<file path="config.mk">
export PLATFORM = sky130hd
export DESIGN_NAME = touchpad_tap_and_scroll_tracker
export DESIGN_NICKNAME = d
export VERILOG_FILES = /design/src/sv/tpad_pkg.sv /design/src/sv/touchpad_tap_and_scroll_tracker.sv /design/src/sv/tpad_div.sv /design/src/sv/tpad_dpath.sv /design/src/sv/tpad_ctrl.sv
export SDC_FILE = /design/constraint.sdc
export NUM_CORES = 1
export LEC_CHECK = 0
export BUFFER_PORTS_ARGS = -buffer_cell sky130_fd_sc_hd__buf_4
export CORE_MARGIN = 2
export CORE_UTILIZATION = 41
export DETAILED_ROUTE_END_ITERATION = 8
export GPL_ROUTABILITY_DRIVEN = 0
export SETUP_SLACK_MARGIN = 0.15
export SYNTH_ARGS = -nofsm -noshare
export SYNTH_HDL_FRONTEND = slang
export SYNTH_HIERARCHICAL = 1
export SYNTH_SLANG_ARGS = --single-unit
</file>
<file path="constraint.sdc">
create_clock -name clk -period 13.5 [get_ports clk]
set_input_delay 2.025 -clock clk [delete_from_list [all_inputs] [get_ports clk]]
set_output_delay 2.025 -clock clk [all_outputs]
set_load 0.1 [all_outputs]
</file>
<file path="src/sv/tpad_pkg.sv">
// Shared types, widths, constants and helper functions for the touchpad tracker.
package tpad_pkg;

    // Width of a raw coordinate and the widths that follow from it.
    localparam int COORD_BITS = 16;
    localparam int DIFF_W     = COORD_BITS + 1;
    localparam int ACC_W      = COORD_BITS + 2;
    localparam int DVD_W      = COORD_BITS + 7;
    localparam int DSR_W      = 12;
    localparam int CNT_W      = $clog2(DVD_W);
    localparam int REM_W      = 7;

    localparam logic [DSR_W-1:0] NOTCH_UNITS = 12'd40;
    localparam logic [DSR_W-1:0] SCALE_MIN   = 12'd16;
    localparam logic [15:0]      SCALE_KNEE  = 16'd80;

    // Notch count by reciprocal: ((mag >> 3) * 0xCCCD) >> 18 equals mag / 40 for
    // every magnitude the scroll accumulator can reach.
    localparam int          NOTCH_PRE   = 3;
    localparam int          NOTCH_SHIFT = 18;
    localparam logic [15:0] NOTCH_RECIP = 16'hCCCD;
    localparam int          NPROD_W     = ACC_W - NOTCH_PRE + 16;
    localparam int          NQ_W        = NPROD_W - NOTCH_SHIFT;

    localparam logic [15:0] RANGE_RESET  = 16'd2047;
    localparam logic [15:0] WINDOW_RESET = 16'd40;
    localparam logic [11:0] SLACK_RESET  = 12'd40;

    typedef enum logic [1:0] {
        CFG_RANGE_X,
        CFG_RANGE_Y,
        CFG_TAP_WINDOW,
        CFG_TAP_SLACK
    } cfg_idx_t;

    typedef enum logic [1:0] {
        KIND_SCROLL,
        KIND_FIRST,
        KIND_MOVE,
        KIND_LIFT
    } kind_t;

    typedef enum logic [1:0] {
        DIV_SCROLL,
        DIV_X,
        DIV_Y
    } div_sel_t;

    typedef enum logic [2:0] {
        ST_IDLE,
        ST_CLASS,
        ST_DIV_S,
        ST_DIV_X,
        ST_DIV_Y,
        ST_OUT
    } state_t;

    typedef struct packed {
        logic     load;
        logic     div_start;
        div_sel_t div_sel;
        logic     save_x;
        logic     commit;
    } tpad_cmd_t;

    typedef struct packed {
        kind_t kind;
        logic  div_busy;
        logic  zero_rx;
        logic  zero_ry;
        logic  out_free;
    } tpad_stat_t;

    // Magnitude of a signed coordinate difference.
    function automatic logic [DIFF_W-1:0] abs_diff(input logic signed [DIFF_W-1:0] v);
        logic [DIFF_W-1:0] res;
        res = v[DIFF_W-1] ? DIFF_W'(-v) : DIFF_W'(v);
        return res;
    endfunction

    // Signed value from sign and magnitude, saturated to 12 bits.
    function automatic logic signed [11:0] sat_delta(input logic neg,
                                                     input logic [DVD_W-1:0] mag);
        logic [11:0] neg_bits;
        logic signed [11:0] res;
        neg_bits = ~mag[11:0] + 12'd1;
        if (neg)
        begin
            res = (mag > DVD_W'(2048)) ? -12'sd2048 : $signed(neg_bits);
        end
        else
        begin
            res = (mag > DVD_W'(2047)) ? 12'sd2047 : $signed(mag[11:0]);
        end
        return res;
    endfunction

    // Signed value from sign and magnitude, saturated to 8 bits.
    function automatic logic signed [7:0] sat_scroll(input logic neg,
                                                     input logic [DVD_W-1:0] mag);
        logic [7:0] neg_bits;
        logic signed [7:0] res;
        neg_bits = ~mag[7:0] + 8'd1;
        if (neg)
        begin
            res = (mag > DVD_W'(128)) ? -8'sd128 : $signed(neg_bits);
        end
        else
        begin
            res = (mag > DVD_W'(127)) ? 8'sd127 : $signed(mag[7:0]);
        end
        return res;
    endfunction

endpackage

</file>
<file path="src/sv/touchpad_tap_and_scroll_tracker.sv">
// Top level of the touchpad tap and scroll tracker: controller plus datapath.
// Path from request acceptance to result valid: first contact, lift and unscaled motion go
// straight to the result, two-finger scroll passes ST_DIV_S, and motion runs the 23-step
// divider once for each scaled axis. One request is worked at a time and the next is taken
// the cycle after its result is registered; a stalled earlier result holds the block in ST_OUT.
// Reset (rst_n, asynchronous, active low) restores default registers and tracking state.
module touchpad_tap_and_scroll_tracker (
    input  logic               clk,
    input  logic               rst_n,
    input  logic               cfg_we,
    input  logic [1:0]         cfg_index,
    input  logic [15:0]        cfg_data,
    input  logic               in_valid,
    output logic               in_stall,
    input  logic [15:0]        pos_x,
    input  logic [15:0]        pos_y,
    input  logic [1:0]         phys_buttons,
    input  logic [3:0]         finger_count,
    input  logic signed [7:0]  wheel_in,
    input  logic [31:0]        now_tick,
    output logic               out_valid,
    input  logic               out_stall,
    output logic signed [11:0] delta_x,
    output logic signed [11:0] delta_y,
    output logic [1:0]         buttons_out,
    output logic signed [7:0]  scroll_out
);
    import tpad_pkg::*;

    // The controller only sees a short status word from the datapath and answers
    // with commands: capture the request, start a division on one operand, keep
    // the x quotient, and commit the state update together with the result.
    tpad_cmd_t  cmd;
    tpad_stat_t stat;

    tpad_ctrl u_ctrl (
        .clk      (clk),
        .rst_n    (rst_n),
        .in_valid (in_valid),
        .in_stall (in_stall),
        .stat     (stat),
        .cmd      (cmd)
    );

    // The datapath holds the configuration, the tracking state, a reciprocal notch
    // counter for scroll, the divider used for motion scaling, and the result register.
    // The result register lets a finished result wait for the consumer while the next
    // request is taken.
    tpad_dpath u_dpath (
        .clk          (clk),
        .rst_n        (rst_n),
        .cmd          (cmd),
        .stat         (stat),
        .cfg_we       (cfg_we),
        .cfg_index    (cfg_index),
        .cfg_data     (cfg_data),
        .pos_x        (pos_x),
        .pos_y        (pos_y),
        .phys_buttons (phys_buttons),
        .finger_count (finger_count),
        .wheel_in     (wheel_in),
        .now_tick     (now_tick),
        .out_valid    (out_valid),
        .out_stall    (out_stall),
        .delta_x      (delta_x),
        .delta_y      (delta_y),
        .buttons_out  (buttons_out),
        .scroll_out   (scroll_out)
    );

endmodule

</file>
<file path="src/sv/tpad_div.sv">
// Unsigned restoring divider that retires one quotient bit per cycle.
module tpad_div (
    input  logic                        clk,
    input  logic                        rst_n,
    input  logic                        start,
    input  logic [tpad_pkg::DVD_W-1:0]  dividend,
    input  logic [tpad_pkg::DSR_W-1:0]  divisor,
    output logic                        busy,
    output logic [tpad_pkg::DVD_W-1:0]  quot
);
    import tpad_pkg::*;

    logic             busy_reg;
    logic [CNT_W-1:0] cnt_reg;
    logic [DVD_W-1:0] quot_reg;
    logic [DSR_W-1:0] rem_reg;
    logic [DSR_W-1:0] dsr_reg;

    logic [DSR_W:0]   trial;
    logic [DSR_W:0]   trial_sub;
    logic             trial_ge;

    // The next dividend bit joins the partial remainder; subtract if it fits.
    assign trial     = {rem_reg, quot_reg[DVD_W-1]};
    assign trial_ge  = trial >= {1'b0, dsr_reg};
    assign trial_sub = trial - {1'b0, dsr_reg};

    always_ff @(posedge clk or negedge rst_n)
    begin
        if (!rst_n)
        begin
            busy_reg <= 1'b0;
            cnt_reg  <= '0;
        end
        else if (start)
        begin
            busy_reg <= 1'b1;
            cnt_reg  <= CNT_W'(DVD_W - 1);
        end
        else if (busy_reg)
        begin
            if (cnt_reg == '0)
            begin
                busy_reg <= 1'b0;
            end
            else
            begin
                cnt_reg <= cnt_reg - CNT_W'(1);
            end
        end
    end

    always_ff @(posedge clk)
    begin
        if (start)
        begin
            quot_reg <= dividend;
            rem_reg  <= '0;
            dsr_reg  <= divisor;
        end
        else if (busy_reg)
        begin
            quot_reg <= {quot_reg[DVD_W-2:0], trial_ge};
            rem_reg  <= trial_ge ? trial_sub[DSR_W-1:0] : trial[DSR_W-1:0];
        end
    end

    assign busy = busy_reg;
    assign quot = quot_reg;

endmodule

</file>
<file path="src/sv/tpad_dpath.sv">
// Datapath: sample and state registers, tap and scroll logic, divider and result register.
module tpad_dpath (
    input  logic                   clk,
    input  logic                   rst_n,
    input  tpad_pkg::tpad_cmd_t    cmd,
    output tpad_pkg::tpad_stat_t   stat,
    input  logic                   cfg_we,
    input  logic [1:0]             cfg_index,
    input  logic [15:0]            cfg_data,
    input  logic [15:0]            pos_x,
    input  logic [15:0]            pos_y,
    input  logic [1:0]             phys_buttons,
    input  logic [3:0]             finger_count,
    input  logic signed [7:0]      wheel_in,
    input  logic [31:0]            now_tick,
    output logic                   out_valid,
    input  logic                   out_stall,
    output logic signed [11:0]     delta_x,
    output logic signed [11:0]     delta_y,
    output logic [1:0]             buttons_out,
    output logic signed [7:0]      scroll_out
);
    import tpad_pkg::*;

    // Configuration.
    logic [15:0] range_x_reg, range_y_reg, tap_window_reg;
    logic [11:0] tap_slack_reg;

    // Captured sample.
    logic [COORD_BITS-1:0] in_x_reg, in_y_reg;
    logic [1:0]            in_btn_reg;
    logic [3:0]            in_cnt_reg;
    logic signed [7:0]     in_wheel_reg;
    logic [31:0]           in_tick_reg;

    // Tracking state.
    logic                     touching_reg, has_moved_reg, tap_pending_reg, fake_right_reg;
    logic [COORD_BITS-1:0]    prev_x_reg, prev_y_reg, origin_x_reg, origin_y_reg;
    logic [COORD_BITS-1:0]    tap_x_reg, tap_y_reg;
    logic [31:0]              tap_time_reg;
    logic signed [REM_W-1:0]  scroll_rem_reg;

    // Division bookkeeping.
    logic                neg_reg;
    logic signed [11:0]  dx_scaled_reg;

    // Notch count pipeline for two-finger scroll.
    logic [ACC_W-1:0]    acc_mag_reg;
    logic                acc_neg_reg;
    logic [NQ_W-1:0]     notch_q_reg;

    // Result register.
    logic               out_valid_reg;
    logic signed [11:0] dx_out_reg, dy_out_reg;
    logic [1:0]         btn_out_reg;
    logic signed [7:0]  scroll_out_reg;

    logic signed [DIFF_W-1:0] dx_raw, dy_raw, tx_raw, ty_raw, ox_raw, oy_raw;
    logic [DIFF_W-1:0]        dx_mag, dy_mag, tx_mag, ty_mag, ox_mag, oy_mag;
    logic signed [ACC_W-1:0]  acc;
    logic [ACC_W-1:0]         acc_mag;
    logic [NPROD_W-1:0]       notch_prod;
    logic [ACC_W-1:0]         notch_rem;
    logic [DVD_W-1:0]         dx_mag80, dy_mag80;
    logic [DSR_W-1:0]         div_x, div_y;
    logic [DVD_W-1:0]         div_dividend;
    logic [DSR_W-1:0]         div_divisor;
    logic                     div_neg;
    logic                     div_busy;
    logic [DVD_W-1:0]         div_quot;
    logic [31:0]              tick_diff;
    logic                     in_window, tap_near, dbl_tap, tap_arm, moved_far;
    logic [DIFF_W:0]          manhattan;
    logic signed [REM_W-1:0]  rem_signed;
    logic [REM_W-1:0]         rem_neg_bits;
    kind_t                    kind;
    logic                     out_free;
    logic signed [11:0]       dx_res, dy_res;
    logic [1:0]               btn_res;
    logic signed [7:0]        scroll_res;

    assign dx_raw = $signed({1'b0, in_x_reg}) - $signed({1'b0, prev_x_reg});
    assign dy_raw = $signed({1'b0, in_y_reg}) - $signed({1'b0, prev_y_reg});
    assign tx_raw = $signed({1'b0, in_x_reg}) - $signed({1'b0, tap_x_reg});
    assign ty_raw = $signed({1'b0, in_y_reg}) - $signed({1'b0, tap_y_reg});
    assign ox_raw = $signed({1'b0, in_x_reg}) - $signed({1'b0, origin_x_reg});
    assign oy_raw = $signed({1'b0, in_y_reg}) - $signed({1'b0, origin_y_reg});

    assign dx_mag = abs_diff(dx_raw);
    assign dy_mag = abs_diff(dy_raw);
    assign tx_mag = abs_diff(tx_raw);
    assign ty_mag = abs_diff(ty_raw);
    assign ox_mag = abs_diff(ox_raw);
    assign oy_mag = abs_diff(oy_raw);

    // Scroll accumulator: carried remainder plus new vertical travel.
    assign acc     = $signed({{(ACC_W - REM_W){scroll_rem_reg[REM_W-1]}}, scroll_rem_reg})
                   + $signed({dy_raw[DIFF_W-1], dy_raw});
    assign acc_mag = acc[ACC_W-1] ? ACC_W'(-acc) : ACC_W'(acc);

    // Notch quotient by reciprocal multiplication, remainder by multiply-back.
    assign notch_prod = NPROD_W'(acc_mag_reg[ACC_W-1:NOTCH_PRE]) * NPROD_W'(NOTCH_RECIP);
    assign notch_rem  = acc_mag_reg - ACC_W'(notch_q_reg) * ACC_W'(NOTCH_UNITS);

    // Times 80 as two shifted copies.
    assign dx_mag80 = DVD_W'({dx_mag, 6'b0}) + DVD_W'({dx_mag, 4'b0});
    assign dy_mag80 = DVD_W'({dy_mag, 6'b0}) + DVD_W'({dy_mag, 4'b0});

    assign div_x = (range_x_reg > SCALE_KNEE) ? range_x_reg[15:4] : SCALE_MIN;
    assign div_y = (range_y_reg > SCALE_KNEE) ? range_y_reg[15:4] : SCALE_MIN;

    always_comb
    begin
        case (cmd.div_sel)
            DIV_X:
            begin
                div_dividend = dx_mag80;
                div_divisor  = div_x;
                div_neg      = dx_raw[DIFF_W-1];
            end
            DIV_Y:
            begin
                div_dividend = dy_mag80;
                div_divisor  = div_y;
                div_neg      = dy_raw[DIFF_W-1];
            end
            default:
            begin
                div_dividend = '0;
                div_divisor  = NOTCH_UNITS;
                div_neg      = 1'b0;
            end
        endcase
    end

    tpad_div u_div (
        .clk      (clk),
        .rst_n    (rst_n),
        .start    (cmd.div_start),
        .dividend (div_dividend),
        .divisor  (div_divisor),
        .busy     (div_busy),
        .quot     (div_quot)
    );

    // Classify the captured sample.
    always_comb
    begin
        if (in_wheel_reg == 8'sd0 && in_cnt_reg >= 4'd2 && touching_reg)
        begin
            kind = KIND_SCROLL;
        end
        else if (in_cnt_reg != 4'd0)
        begin
            kind = touching_reg ? KIND_MOVE : KIND_FIRST;
        end
        else
        begin
            kind = KIND_LIFT;
        end
    end

    assign out_free = !out_valid_reg || !out_stall;

    assign stat.kind     = kind;
    assign stat.div_busy = div_busy;
    assign stat.zero_rx  = (range_x_reg == 16'd0);
    assign stat.zero_ry  = (range_y_reg == 16'd0);
    assign stat.out_free = out_free;

    // A wrapped (negative) tick difference counts as inside the window.
    assign tick_diff = in_tick_reg - tap_time_reg;
    assign in_window = tick_diff[31] || (tick_diff <= {16'b0, tap_window_reg});
    assign tap_near  = (tx_mag < DIFF_W'(tap_slack_reg)) && (ty_mag < DIFF_W'(tap_slack_reg));
    assign dbl_tap   = !in_btn_reg[1] && tap_pending_reg && in_window && tap_near;
    assign tap_arm   = touching_reg && !has_moved_reg && !in_btn_reg[1] && !fake_right_reg;
    assign manhattan = {1'b0, ox_mag} + {1'b0, oy_mag};
    assign moved_far = manhattan > (DIFF_W + 1)'(tap_slack_reg);

    assign rem_neg_bits = ~notch_rem[REM_W-1:0] + REM_W'(1);
    assign rem_signed   = acc_neg_reg ? $signed(rem_neg_bits) : $signed(notch_rem[REM_W-1:0]);

    always_comb
    begin
        dx_res     = 12'sd0;
        dy_res     = 12'sd0;
        btn_res    = in_btn_reg;
        scroll_res = in_wheel_reg;
        case (kind)
            KIND_SCROLL:
            begin
                scroll_res = sat_scroll(acc_neg_reg, DVD_W'(notch_q_reg));
            end
            KIND_FIRST:
            begin
                scroll_res = 8'sd0;
                if (dbl_tap)
                begin
                    btn_res = in_btn_reg | 2'b10;
                end
            end
            KIND_MOVE:
            begin
                dx_res = stat.zero_rx ? sat_delta(dx_raw[DIFF_W-1], DVD_W'(dx_mag))
                                      : dx_scaled_reg;
                dy_res = stat.zero_ry ? sat_delta(dy_raw[DIFF_W-1], DVD_W'(dy_mag))
                                      : sat_delta(neg_reg, div_quot);
                if (fake_right_reg && !in_btn_reg[1])
                begin
                    btn_res = in_btn_reg | 2'b10;
                end
            end
            default:
            begin
                if (!tap_arm && fake_right_reg)
                begin
                    btn_res = {1'b0, in_btn_reg[0]};
                end
            end
        endcase
    end

    // Configuration writes.
    always_ff @(posedge clk or negedge rst_n)
    begin
        if (!rst_n)
        begin
            range_x_reg    <= RANGE_RESET;
            range_y_reg    <= RANGE_RESET;
            tap_window_reg <= WINDOW_RESET;
            tap_slack_reg  <= SLACK_RESET;
        end
        else if (cfg_we)
        begin
            unique case (cfg_idx_t'(cfg_index))
                CFG_RANGE_X:    range_x_reg    <= cfg_data;
                CFG_RANGE_Y:    range_y_reg    <= cfg_data;
                CFG_TAP_WINDOW: tap_window_reg <= cfg_data;
                CFG_TAP_SLACK:  tap_slack_reg  <= cfg_data[11:0];
                default:        ;
            endcase
        end
    end

    // Sample capture and division bookkeeping.
    always_ff @(posedge clk)
    begin
        if (cmd.load)
        begin
            in_x_reg     <= pos_x[COORD_BITS-1:0];
            in_y_reg     <= pos_y[COORD_BITS-1:0];
            in_btn_reg   <= phys_buttons;
            in_cnt_reg   <= finger_count;
            in_wheel_reg <= wheel_in;
            in_tick_reg  <= now_tick;
        end
        if (cmd.div_start)
        begin
            neg_reg <= div_neg;
        end
        if (cmd.save_x)
        begin
            dx_scaled_reg <= sat_delta(neg_reg, div_quot);
        end
    end

    // The notch pipeline runs every cycle; its operands hold still while a sample is
    // worked, so acc_mag_reg and then notch_q_reg settle before the scroll result commits.
    always_ff @(posedge clk)
    begin
        acc_mag_reg <= acc_mag;
        acc_neg_reg <= acc[ACC_W-1];
        notch_q_reg <= notch_prod[NPROD_W-1:NOTCH_SHIFT];
    end

    // Tracking state, updated once per sample when its result is registered.
    always_ff @(posedge clk or negedge rst_n)
    begin
        if (!rst_n)
        begin
            touching_reg    <= 1'b0;
            has_moved_reg   <= 1'b0;
            tap_pending_reg <= 1'b0;
            fake_right_reg  <= 1'b0;
            prev_x_reg      <= '0;
            prev_y_reg      <= '0;
            origin_x_reg    <= '0;
            origin_y_reg    <= '0;
            tap_x_reg       <= '0;
            tap_y_reg       <= '0;
            tap_time_reg    <= '0;
            scroll_rem_reg  <= '0;
        end
        else if (cmd.commit)
        begin
            case (kind)
                KIND_SCROLL:
                begin
                    prev_x_reg      <= in_x_reg;
                    prev_y_reg      <= in_y_reg;
                    scroll_rem_reg  <= rem_signed;
                    tap_pending_reg <= 1'b0;
                    fake_right_reg  <= 1'b0;
                end
                KIND_FIRST:
                begin
                    touching_reg   <= 1'b1;
                    prev_x_reg     <= in_x_reg;
                    prev_y_reg     <= in_y_reg;
                    origin_x_reg   <= in_x_reg;
                    origin_y_reg   <= in_y_reg;
                    has_moved_reg  <= 1'b0;
                    scroll_rem_reg <= '0;
                    fake_right_reg <= dbl_tap;
                    if (dbl_tap)
                    begin
                        tap_pending_reg <= 1'b0;
                    end
                end
                KIND_MOVE:
                begin
                    prev_x_reg <= in_x_reg;
                    prev_y_reg <= in_y_reg;
                    if (moved_far)
                    begin
                        has_moved_reg <= 1'b1;
                    end
                end
                default:
                begin
                    if (tap_arm)
                    begin
                        tap_pending_reg <= 1'b1;
                        tap_x_reg       <= prev_x_reg;
                        tap_y_reg       <= prev_y_reg;
                        tap_time_reg    <= in_tick_reg;
                    end
                    touching_reg   <= 1'b0;
                    scroll_rem_reg <= '0;
                    fake_right_reg <= 1'b0;
                    has_moved_reg  <= 1'b0;
                end
            endcase
        end
    end

    // Result register: holds a finished request until the consumer takes it.
    always_ff @(posedge clk or negedge rst_n)
    begin
        if (!rst_n)
        begin
            out_valid_reg <= 1'b0;
        end
        else if (cmd.commit)
        begin
            out_valid_reg <= 1'b1;
        end
        else if (!out_stall)
        begin
            out_valid_reg <= 1'b0;
        end
    end

    always_ff @(posedge clk)
    begin
        if (cmd.commit)
        begin
            dx_out_reg     <= dx_res;
            dy_out_reg     <= dy_res;
            btn_out_reg    <= btn_res;
            scroll_out_reg <= scroll_res;
        end
    end

    assign out_valid   = out_valid_reg;
    assign delta_x     = dx_out_reg;
    assign delta_y     = dy_out_reg;
    assign buttons_out = btn_out_reg;
    assign scroll_out  = scroll_out_reg;

`ifndef SYNTH
    a_commit_shows: assert property (@(posedge clk) disable iff (!rst_n)
        cmd.commit |=> out_valid_reg)
        else $error("result register not loaded after commit");
`endif

endmodule

</file>
<file path="src/sv/tpad_ctrl.sv">
// Controller state machine that sequences capture, division steps and result commit.
module tpad_ctrl (
    input  logic                  clk,
    input  logic                  rst_n,
    input  logic                  in_valid,
    output logic                  in_stall,
    input  tpad_pkg::tpad_stat_t  stat,
    output tpad_pkg::tpad_cmd_t   cmd
);
    import tpad_pkg::*;

    state_t state_reg, state_next;

    always_ff @(posedge clk or negedge rst_n)
    begin
        if (!rst_n)
        begin
            state_reg <= ST_IDLE;
        end
        else
        begin
            state_reg <= state_next;
        end
    end

    always_comb
    begin
        state_next = state_reg;
        unique case (state_reg)
            ST_IDLE:
            begin
                if (in_valid)
                begin
                    state_next = ST_CLASS;
                end
            end
            ST_CLASS:
            begin
                unique case (stat.kind)
                    KIND_SCROLL: state_next = ST_DIV_S;
                    KIND_MOVE:
                    begin
                        if (!stat.zero_rx)
                        begin
                            state_next = ST_DIV_X;
                        end
                        else if (!stat.zero_ry)
                        begin
                            state_next = ST_DIV_Y;
                        end
                        else
                        begin
                            state_next = ST_OUT;
                        end
                    end
                    default:     state_next = ST_OUT;
                endcase
            end
            ST_DIV_S, ST_DIV_Y:
            begin
                if (!stat.div_busy)
                begin
                    state_next = ST_OUT;
                end
            end
            ST_DIV_X:
            begin
                if (!stat.div_busy)
                begin
                    state_next = stat.zero_ry ? ST_OUT : ST_DIV_Y;
                end
            end
            ST_OUT:
            begin
                if (stat.out_free)
                begin
                    state_next = ST_IDLE;
                end
            end
            default: state_next = ST_IDLE;
        endcase
    end

    always_comb
    begin
        in_stall      = 1'b1;
        cmd.load      = 1'b0;
        cmd.div_start = 1'b0;
        cmd.div_sel   = DIV_SCROLL;
        cmd.save_x    = 1'b0;
        cmd.commit    = 1'b0;
        unique case (state_reg)
            ST_IDLE:
            begin
                in_stall = 1'b0;
                cmd.load = in_valid;
            end
            ST_CLASS:
            begin
                // Scroll needs no divider: its notch count settles during ST_DIV_S.
                if (stat.kind == KIND_MOVE)
                begin
                    if (!stat.zero_rx)
                    begin
                        cmd.div_start = 1'b1;
                        cmd.div_sel   = DIV_X;
                    end
                    else if (!stat.zero_ry)
                    begin
                        cmd.div_start = 1'b1;
                        cmd.div_sel   = DIV_Y;
                    end
                end
            end
            ST_DIV_X:
            begin
                cmd.div_sel = DIV_Y;
                if (!stat.div_busy)
                begin
                    cmd.save_x    = 1'b1;
                    cmd.div_start = !stat.zero_ry;
                end
            end
            ST_DIV_S, ST_DIV_Y:
            begin
                cmd.div_sel = DIV_SCROLL;
            end
            ST_OUT:
            begin
                cmd.commit = stat.out_free;
            end
            default:
            begin
                in_stall = 1'b1;
            end
        endcase
    end

`ifndef SYNTH
    a_start_idle: assert property (@(posedge clk) disable iff (!rst_n)
        cmd.div_start |-> !stat.div_busy)
        else $error("divider started while busy");
    a_save_done: assert property (@(posedge clk) disable iff (!rst_n)
        cmd.save_x |-> !stat.div_busy)
        else $error("x quotient saved before division finished");
    a_commit_free: assert property (@(posedge clk) disable iff (!rst_n)
        cmd.commit |-> stat.out_free)
        else $error("result committed over an untaken result");
    a_one_at_time: assert property (@(posedge clk) disable iff (!rst_n)
        (in_valid && !in_stall) |=> in_stall)
        else $error("second request accepted while one is in work");
`endif

endmodule

</file>
# After elaboration in Yosys (flattened, before gate mapping)
# Cells that the tools add are included.
[op_classes]
n_addsub = 26
multipliers = 2
n_lt_le_gt_ge = 16
n_eq_ne = 20
n_mux = 73
bitwise_logic = 9
n_reduce_logical = 46
[ops]
columns = ["cell", "count"]
rows = [
  ["12-bit two-way mux", 14],
  ["17-bit two-way mux", 7],
  ["17-bit negator", 6],
  ["16-bit by 16-bit subtractor with 17-bit output", 6],
  ["23-bit by 21-bit adder with 23-bit output", 2],
  ["23-bit two-way mux", 2],
  ["23-bit one-hot mux with 2 select lines", 1],
  ["12-bit by 1-bit adder with 12-bit output, second input constant", 3],
  ["12-bit inverter", 3],
  ["17-bit by 11-bit greater-than comparator with 1-bit output, second input constant", 2],
  ["17-bit by 12-bit greater-than comparator with 1-bit output, second input constant", 2],
  ["17-bit by 12-bit less-than comparator with 1-bit output", 2],
  ["16-bit by 7-bit greater-than comparator with 1-bit output, second input constant", 2],
  ["32-bit by 16-bit less-or-equal comparator with 1-bit output", 1],
  ["16-bit zero test", 2],
  ["32-bit subtractor", 1],
  ["15-bit by 16-bit multiplier with 31-bit output, second input constant", 1],
  ["3-bit two-way mux", 8],
  ["8-bit two-way mux", 3],
  ["12-bit one-hot mux with 2 select lines", 1],
  ["23-bit by 11-bit greater-than comparator with 1-bit output, second input constant", 1],
  ["23-bit by 12-bit greater-than comparator with 1-bit output, second input constant", 1],
  ["17-bit by 17-bit adder with 18-bit output", 1],
  ["7-bit by 17-bit adder with 18-bit output", 1],
  ["other kinds (49)", 119],
]
[totals]
reg_bits = 413
in_bits = 101
output_inout_bits = 36
wordCells = 231

# Depth between registers and ports, before layout
# Gate-level depths: netlist of run 1.
[depth]
ltp_word = 10
depth_mapped = 35
depth_no_buf = 34

# Cells and area by module
# Netlist of run 1, hierarchy kept.
[by_module_without_submodules]
columns = ["mod", "n_inst", "cells_per_inst", "area_per_inst_um2", "seq_area_each_um2"]
rows = [
  ["tpad_dpath", 1, 3491, 31642.8, 9431.5],
  ["tpad_div", 1, 241, 2857.7, 1441.4],
  ["tpad_ctrl", 1, 38, 287.8, 75.1],
]

# Worst setup path after synthesis of run 1
# OpenSTA, ideal clock, no wires.
[synth_path]
path_type = "register -> register"
start = "register u_dpath.in_y_reg[3]"
end = "register u_dpath.u_div.quot_reg[20], in the netlist u_dpath/u_div/quot[20], data pin"
t_arrival_ns = 5.741
setup_slack_ns = 7.500
stages_incl_launch_ff = 26
path_buffers = 4
synth_period_minus_slack_ns = 6.000
path_cell_list = "edfxtp_1 ha_1 clkbuf_1 nand3_1 o2bb2ai_1 a211oi_1 o21ai_0 clkbuf_1 clkbuf_1 buf_1 nor2_1 xnor2_1 ha_1 fa_1 a21o_1 a21o_1 a21oi_1 nand2b_1 a21oi_1 a41o_1 o41a_1 a21oi_1 o21bai_1 xor2_1 a31o_2 mux2_2"
[synth_between]
elab_chain_len = 6
[synth_lines]
columns = ["item", "line_no", "text"]
rows = [
  ["start, declared", "tpad_dpath.sv:30", "logic [COORD_BITS-1:0] in_x_reg, in_y_reg;"],
  ["start signal, assigned", "tpad_dpath.sv:251", "in_y_reg <= pos_y[COORD_BITS-1:0];"],
  ["16-bit by 16-bit subtractor with 17-bit output (*)", "tpad_dpath.sv:83", "assign dy_raw = $signed({1'b0, in_y_reg}) - $signed({1'b0, prev_y_reg});"],
  ["17-bit negator", "tpad_pkg.sv:77", "res = v[DIFF_W-1] ? DIFF_W'(-v) : DIFF_W'(v);"],
  ["17-bit two-way mux (*)", "tpad_pkg.sv:77", ""],
  ["23-bit by 21-bit adder with 23-bit output (*)", "tpad_dpath.sv:107", "assign dy_mag80 = DVD_W'({dy_mag, 6'b0}) + DVD_W'({dy_mag, 4'b0});"],
  ["23-bit one-hot mux with 2 select lines (*)", "tpad_dpath.sv:114", "case (cmd.div_sel)"],
  ["net u_dpath.div_dividend[20]", "tpad_dpath.sv:66", "logic [DVD_W-1:0] div_dividend;"],
  ["23-bit two-way mux (*)", "tpad_div.sv:55", "if (start)"],
  ["end signal, assigned", "tpad_div.sv:57", "quot_reg <= dividend;"],
  ["end signal, assigned", "tpad_div.sv:63", "quot_reg <= {quot_reg[DVD_W-2:0], trial_ge};"],
  ["end, declared", "tpad_div.sv:15", "logic [DVD_W-1:0] quot_reg;"],
]
# Mark *: on every way through the listed nets, which the timed path passes. The rest lies on a longest branch.
# A chain may end at the register's enable or synchronous reset.

# Worst setup path in the final report of run 1
[layout_path]
start = "register u_dpath.in_x_reg[0]"
end = "register u_dpath.has_moved_reg"
[layout_between]
elab_chain_len = 7
[layout_lines]
columns = ["item", "line_no", "text"]
rows = [
  ["start, declared", "tpad_dpath.sv:30", ""],
  ["start signal, assigned", "tpad_dpath.sv:250", "in_x_reg <= pos_x[COORD_BITS-1:0];"],
  ["16-bit by 16-bit subtractor with 17-bit output (*)", "tpad_dpath.sv:86", "assign ox_raw = $signed({1'b0, in_x_reg}) - $signed({1'b0, origin_x_reg});"],
  ["17-bit negator", "tpad_pkg.sv:77", ""],
  ["17-bit two-way mux (*)", "tpad_pkg.sv:77", ""],
  ["17-bit by 17-bit adder with 18-bit output (*)", "tpad_dpath.sv:177", "assign manhattan = {1'b0, ox_mag} + {1'b0, oy_mag};"],
  ["18-bit by 12-bit greater-than comparator with 1-bit output (*)", "tpad_dpath.sv:178", "assign moved_far = manhattan > (DIFF_W + 1)'(tap_slack_reg);"],
  ["2-bit by 1-bit != test with 1-bit output (no source line) (*)", "--", ""],
  ["3-bit AND reduction (no source line) (*)", "--", ""],
  ["end signal, assigned", "tpad_dpath.sv:282", "has_moved_reg <= 1'b0;"],
  ["end signal, assigned", "tpad_dpath.sv:312", "has_moved_reg <= 1'b0;"],
  ["end signal, assigned", "tpad_dpath.sv:326", "has_moved_reg <= 1'b1;"],
  ["end, declared", "tpad_dpath.sv:37", "logic touching_reg, has_moved_reg, tap_pending_reg, fake_right_reg;"],
]
# Every way passes the cells marked *; elsewhere a longest branch is shown, timed or not.

==> flow_metrics.py, run 1 <==
metrics = {
    "critical_path": {
        "cp-start-kind": "register",
        "slowest_delay_ns": 0.59,
        "path_class": "register to register",
        "worstPathArrival_ns": 7.50,
        "slowest_stage": "a21oi_1",
        "end_kind": "register",
        "cp_common_cell": "a21oi_1",
        "crit_required_ns": 13.98,
        "crit_fanout": 11,
    },
    "floorplanning": {
        "core-area_sq_um": 83800,
        "die_h_um": 295,
        "initial_core_util_pct": 41.5,
        "ios": 137,
        "die_area_sq_um": 87200,
        "die_x_um": 295,
        "fp-row-count": 106,
    },
    "clocking": {
        "clock_path_buffers": 3,
        "htreeDepth": 2,
        "cts_root_buf": "clkbuf_16",
        "clk_pin_slew_ns": 0.06,
        "postCtsSetupRepairBufs": 0,
        "cts_tree": "built",
        "post_cts_resized": 0,
        "cts_hold_buf": 0,
        "cts.sinks": 413,
        "insertion_delay_ns": 0.61,
        "numCtsBuffers": 49,
    },
    "logic_synthesis": {
        "synth_common_cells": "387 x ha_1, 371 x inv_1, 292 x nand2_1, 235 x nor2_1, 230 x o21ai_0",
        "synth.avg_cell_area_sq_um": 9.23,
        "synth_edf_count": 160,
        "ys_types": 110,
        "async_flop_share_pct": 50.6,
        "synth_most_common_cell": "ha_1",
        "synthFlopType": "dfrtp_1",
        "postSynthCellCount": 3770,
        "synth_top_area_share_pct": 13.9,
        "synth_seq_cells": 413,
        "ys_seq_area_share_pct": 31.5,
        "yosys-top-cells-area": "ha_1 14%, edfxtp_1 14%, dfrtp_1 13%",
        "yosysWarnings": 6,
        "yosysTopAreaCell": "ha_1",
        "syn_area_sq_um": 34800,
    },
    "global_routing": {
        "grt_max_degree": 99,
        "grt_antenna_before_repair": 2,
        "grt_usage_pct": 21.0,
        "grt_pass1_vias": 26300,
        "overflow": 0,
        "grt_pass1_wl_um": 146000,
    },
    "timing": {
        "finalHoldViolations": 0,
        "tightest_slew_ns": 1.16,
        "fin_crit_sh_pct": 52.0,
        "period_minus_slack_ns": 7.02,
        "fmax_mhz": 142,
        "finalSetupTns_ns": 0,
        "hold_slack_ns": 0.419,
        "rsz0062_at_grt": "no",
        "slew_headroom_pct": 20.4,
        "skew_ns": 0.0242,
        "setup_violations": 0,
        "slew_viol_final": 0,
    },
    "route": {
        "drcViolationCount": 0,
        "via_count": 27900,
        "wirelength_um": 92400,
        "dr.first_iter.drc_count": 2084,
        "drtAntennaViolNets": 0,
        "wire_per_inst_um": 18.3,
        "drt_pass1_iterations": 5,
        "viasPerCell": 5.53,
    },
    "layout": {
        "nNetsFinal": 4441,
        "syn2layout_area_growth_pct": 11.3,
        "drive_above_1_share_pct": 12.6,
        "diodes": 0,
    },
    "placed_design": {
        "hpwl_um": 72300,
        "io_buffers": 136,
    },
    "worst_hold_path": {
        "hold_path.class": "register to register",
    },
    "job": {
        "maxCapViolations": 0,
    },
    "status": {
        "outcome": "completed",
    },
}
==> stage by stage <==
| stage | instances | cell area (sq um) | utilization, % | setup slack (ns) |
|---|---|---|---|---|
| after global routing | 5056 | 38700 | 46.2 | 5.79 |
| after global placement | 4964 | 37000 | 44.2 | 6.70 |
| after detailed placement | 4964 | 37000 | 44.2 | 6.60 |
| after CTS | 5056 | 38700 | 46.2 | 6.55 |
| after floorplan | 3773 | 34800 | - | 7.50 |
| final | 5056 | 38700 | 46.2 | 6.48 |
==> worst max-delay path: cells and delay by family (launching register included) <==
kind | cells | cell delay [ns]
and+or+nand+nor | 6 | 0.77
AOI/OAI and AO/OA | 22 | 4.46
xor gates and xnor gates | 1 | 0.15
buffers and inverters | 1 | 0.13
adders and majority gates | 4 | 0.98
DFF | 1 | 0.38
==> final timing paths <==
check | depth (start not counted) | endpoint | slack, ns | start
setup reg to reg | 34 | u_dpath/has_moved_reg$_DFFE_PN0P_ | 6.48 | u_dpath/in_x_reg[0]$_DFFE_PP_
min in group asynchronous | 1 | u_dpath/tap_time_reg[20]$_DFFE_PN0P_ | 1.40 | rst_n
max in group asynchronous | 3 | u_dpath/scroll_rem_reg[5]$_DFFE_PN0P_ | 9.96 | rst_n
setup / recovery | 34 | u_dpath/has_moved_reg$_DFFE_PN0P_ | 6.48 | u_dpath/in_x_reg[0]$_DFFE_PP_
hold / removal | 0 | u_dpath/buttons_out[0]$_DFFE_PP_ | 0.42 | u_dpath/in_btn_reg[0]$_DFFE_PP_
hold reg to reg | 0 | u_dpath/buttons_out[0]$_DFFE_PP_ | 0.42 | u_dpath/in_btn_reg[0]$_DFFE_PP_
==> layout by cell type, fill, tap and decap left out, types with 44 or more instances in the layout <==
master	Yosys	routed
xor2_1	89	89
edfxtp_1	160	160
nand3_1	91	91
inv_1	371	371
mux2_2	153	153
clkbuf_16	0	50
xnor2_1	204	204
nor3_1	100	100
fa_1	72	72
dfrtp_1	183	183
a21oi_1	169	169
dfxtp_1	44	44
buf_4	3	159
nor2_1	235	231
a21o_1	70	70
ha_1	387	387
a211oi_1	55	55
nand2_1	292	291
o21ai_0	230	229
==> metal layers <==
layer | global-route usage, % | vias up | wire length, um
li1 | - | 13800 | -
met3 | 2.57 | 118 | 4470
met4 | 5.10 | 2 | 2090
met2 | 33.7 | 624 | 41700
met5 | 0 | - | 13
met1 | 30.0 | 13400 | 44100
==> area by class of cell <==
| class | count | area (sq um) |
|---|---|---|
| clock buffer | 60 | 1300 |
| clock inverter | 32 | 379 |
| fill | 8159 | 45100 |
| inverter | 378 | 1420 |
| multi-input combinational | 2879 | 22100 |
| sequential | 413 | 10900 |
| tap | 1134 | 1420 |
| timing repair buffer | 160 | 1210 |
==> cell families after synthesis <==
| group | share of synthesized area, % |
|---|---|
| compound gates | 17.6 |
| xor+xnor | 7.47 |
| fa+ha+maj | 18.1 |
| buf+inv | 5.30 |
| flops | 31.5 |
| mux | 5.31 |
| other cells | 0.0108 |
| simple gates | 14.8 |
Power of run 1 is not shown: default switching activity piles up to over one toggle a cycle in this logic, so the estimate is an artifact.
==> inputs of run 2 (changes only) <==
- ABC_AREA: not set -> 1
- clock period: 13.5 -> 6.5 ns (I/O delays scaled with it)
==> run 2 against run 1 <==
Global-route usage grew 0.94 points. Cell count rose by 25%. Largest cell class unchanged. Critical path type unchanged. Register-to-register slack got worse by 5.8 ns.
==> flow_metrics.py, run 2 <==
metrics = {
    "route": {
        "drtAntennaViolNets": 0,
        "via_count": 32200,
        "wirelength_um": 100000,
        "drt_pass1_iterations": 6,
        "drcViolationCount": 0,
        "viasPerCell": 5.08,
        "wire_per_inst_um": 15.8,
        "dr.first_iter.drc_count": 2081,
    },
    "critical_path": {
        "crit_required_ns": 7.00,
        "slowest_delay_ns": 0.43,
        "rr_worst_depth": 40,
        "timing.rr.start": "u_dpath/origin_y_reg[0]$_DFFE_PN0P_",
        "slowest_stage": "fa_1",
        "worstPathArrival_ns": 6.32,
        "r2r_slack_ns": 0.67,
        "end_kind": "register",
        "cp-start-kind": "register",
        "crit_fanout": 7,
        "path_class": "register to register",
        "r2r-end": "u_dpath/has_moved_reg$_DFFE_PN0P_",
        "cp_common_cell": "nand2_1",
    },
    "floorplanning": {
        "die_area_sq_um": 91400,
        "fp-row-count": 109,
        "die_h_um": 302,
        "core-area_sq_um": 88400,
        "die_x_um": 302,
        "initial_core_util_pct": 41.3,
        "ios": 137,
    },
    "logic_synthesis": {
        "yosys-top-cells-area": "ha_1 13%, edfxtp_1 13%, nand2_1 13%",
        "synth_top_area_share_pct": 13.3,
        "synth_edf_count": 160,
        "ys_types": 69,
        "synth_seq_cells": 413,
        "synth_common_cells": "1,255 x nand2_1, 812 x inv_1, 387 x ha_1, 382 x nor2_1, 346 x o21ai_0",
        "synth_most_common_cell": "nand2_1",
        "synthFlopType": "dfrtp_1",
        "ys_seq_area_share_pct": 30.0,
        "yosysTopAreaCell": "ha_1",
        "yosysWarnings": 6,
        "syn_area_sq_um": 36500,
        "async_flop_share_pct": 50.6,
        "synth.avg_cell_area_sq_um": 7.30,
        "postSynthCellCount": 5003,
    },
    "layout": {
        "fin_util_pct": 46.0,
        "postLayoutCellArea_sq_um": 40600,
        "syn2layout_area_growth_pct": 11.3,
        "nNetsFinal": 5695,
        "drive_above_1_share_pct": 8.63,
        "fillCellCount": 9034,
        "final_cell_mix": "1,254 x nand2_1, 811 x inv_1, 387 x ha_1",
        "diodes": 0,
        "final_common_cell": "nand2_1",
    },
    "timing": {
        "period_minus_slack_ns": 5.83,
        "slew_viol_final": 0,
        "fmax_mhz": 172,
        "rsz0062_at_grt": "no",
        "fin_crit_sh_pct": 89.6,
        "finalSetupTns_ns": 0,
        "slew_headroom_pct": 21.6,
        "skew_ns": 0.0313,
        "setup_violations": 0,
        "finalHoldViolations": 0,
        "hold_slack_ns": 0.262,
        "tightest_slew_ns": 1.17,
    },
    "placed_design": {
        "io_buffers": 136,
        "hpwl_um": 80300,
        "place_area_sq_um": 38800,
    },
    "clocking": {
        "cts_hold_buf": 0,
        "clock_path_buffers": 3,
        "htreeDepth": 2,
        "cts_tree": "built",
        "numCtsBuffers": 50,
        "cts.sinks": 413,
        "clk_pin_slew_ns": 0.06,
        "insertion_delay_ns": 0.66,
        "cts_root_buf": "clkbuf_16",
    },
    "status": {
        "outcome": "completed",
    },
    "global_routing": {
        "overflow": 0,
        "grt_max_degree": 140,
        "grt_usage_pct": 22.0,
        "grt_pass1_vias": 30200,
        "grt_antenna_before_repair": 5,
        "grt_pass1_wl_um": 160000,
    },
    "worst_hold_path": {
        "hold_path.class": "input port to asynchronous set/reset pin",
    },
    "job": {
        "maxCapViolations": 0,
    },
}
[run 2: how the worst max path moves through the flow]
| stage | cells after the start | slack [ns] | end | startpoint |
|---|---|---|---|---|
| final | 40 | 0.67 | u_dpath/has_moved_reg$_DFFE_PN0P_ | u_dpath/origin_y_reg[0]$_DFFE_PN0P_ |
| after global routing | 41 | 0.13 | u_dpath/has_moved_reg$_DFFE_PN0P_ | u_dpath/in_y_reg[0]$_DFFE_PP_ |
| after CTS | 37 | 0.23 | u_dpath/has_moved_reg$_DFFE_PN0P_ | u_dpath/in_x_reg[7]$_DFFE_PP_ |
| after detailed placement | 37 | 0.26 | u_dpath/has_moved_reg$_DFFE_PN0P_ | u_dpath/in_x_reg[7]$_DFFE_PP_ |
| after global placement | 37 | 0.27 | u_dpath/has_moved_reg$_DFFE_PN0P_ | u_dpath/in_x_reg[3]$_DFFE_PP_ |
| after floorplan | 40 | 1.02 | u_dpath/has_moved_reg$_DFFE_PN0P_ | u_dpath/in_y_reg[1]$_DFFE_PP_ |
[run 2: what timing repair did]
action                                  in CTS  in global routing
endpoints found under the setup margin       0                  1
resized for setup                            0                 11
buffers inserted                             0                  6
[run 2: layout make-up]
class                      count  area [sq um]  share of cell area [%]
clock buffer                  68          1410                    3.48
timing repair buffer         166          1270                    3.12
tap                         1165          1460                    3.59
inverter                     838          3150                    7.75
clock inverter                26           298                   0.733
sequential                   413         10900                    26.9
multi-input combinational   3666         22100                    54.4
[run 2: worst max-delay path: cells and delay by family, from the launching register on]
kind	cells	cell delay, ns
buffers and inverters	2	0.10
AO/OA/AOI/OAI	14	2.06
adder cells (fa/ha/maj)	4	1.25
AND/OR/NAND/NOR	18	1.58
XOR/XNOR	2	0.28
flip-flops	1	0.38
[run 2: per-stage QoR]
step / cells / setup slack (ns)
after floorplan: 5006 / 1.02
after global placement: 6242 / 0.266
after detailed placement: 6242 / 0.256
after CTS: 6336 / 0.230
after global routing: 6342 / 0.129
final: 6342 / 0.674
[run 2: routing by layer]
metal / vias up / share of wire [%] / global-route usage (%)
li1: 16500 / - / -
met2: 641 / 45 / 35.6
met3: 106 / 4.5 / 2.65
met1: 14900 / 48 / 31.1
met4: 0 / 2.3 / 5.41
met5: - / 0 / 0
[run 2: cells by family (layout without fill, tap and decap cells)]
group,Yosys count,count (layout),synth area share (%)
buffers and inverters,927,1098,9.74
adder cells (fa/ha/maj),459,459,17.2
flip-flops,413,413,30.0
XOR/XNOR,200,200,4.93
AO/OA/AOI/OAI,796,796,12.0
other,1,4,0.0103
AND/OR/NAND/NOR,2207,2207,26.1
Power of run 2 is left out for the same reason.
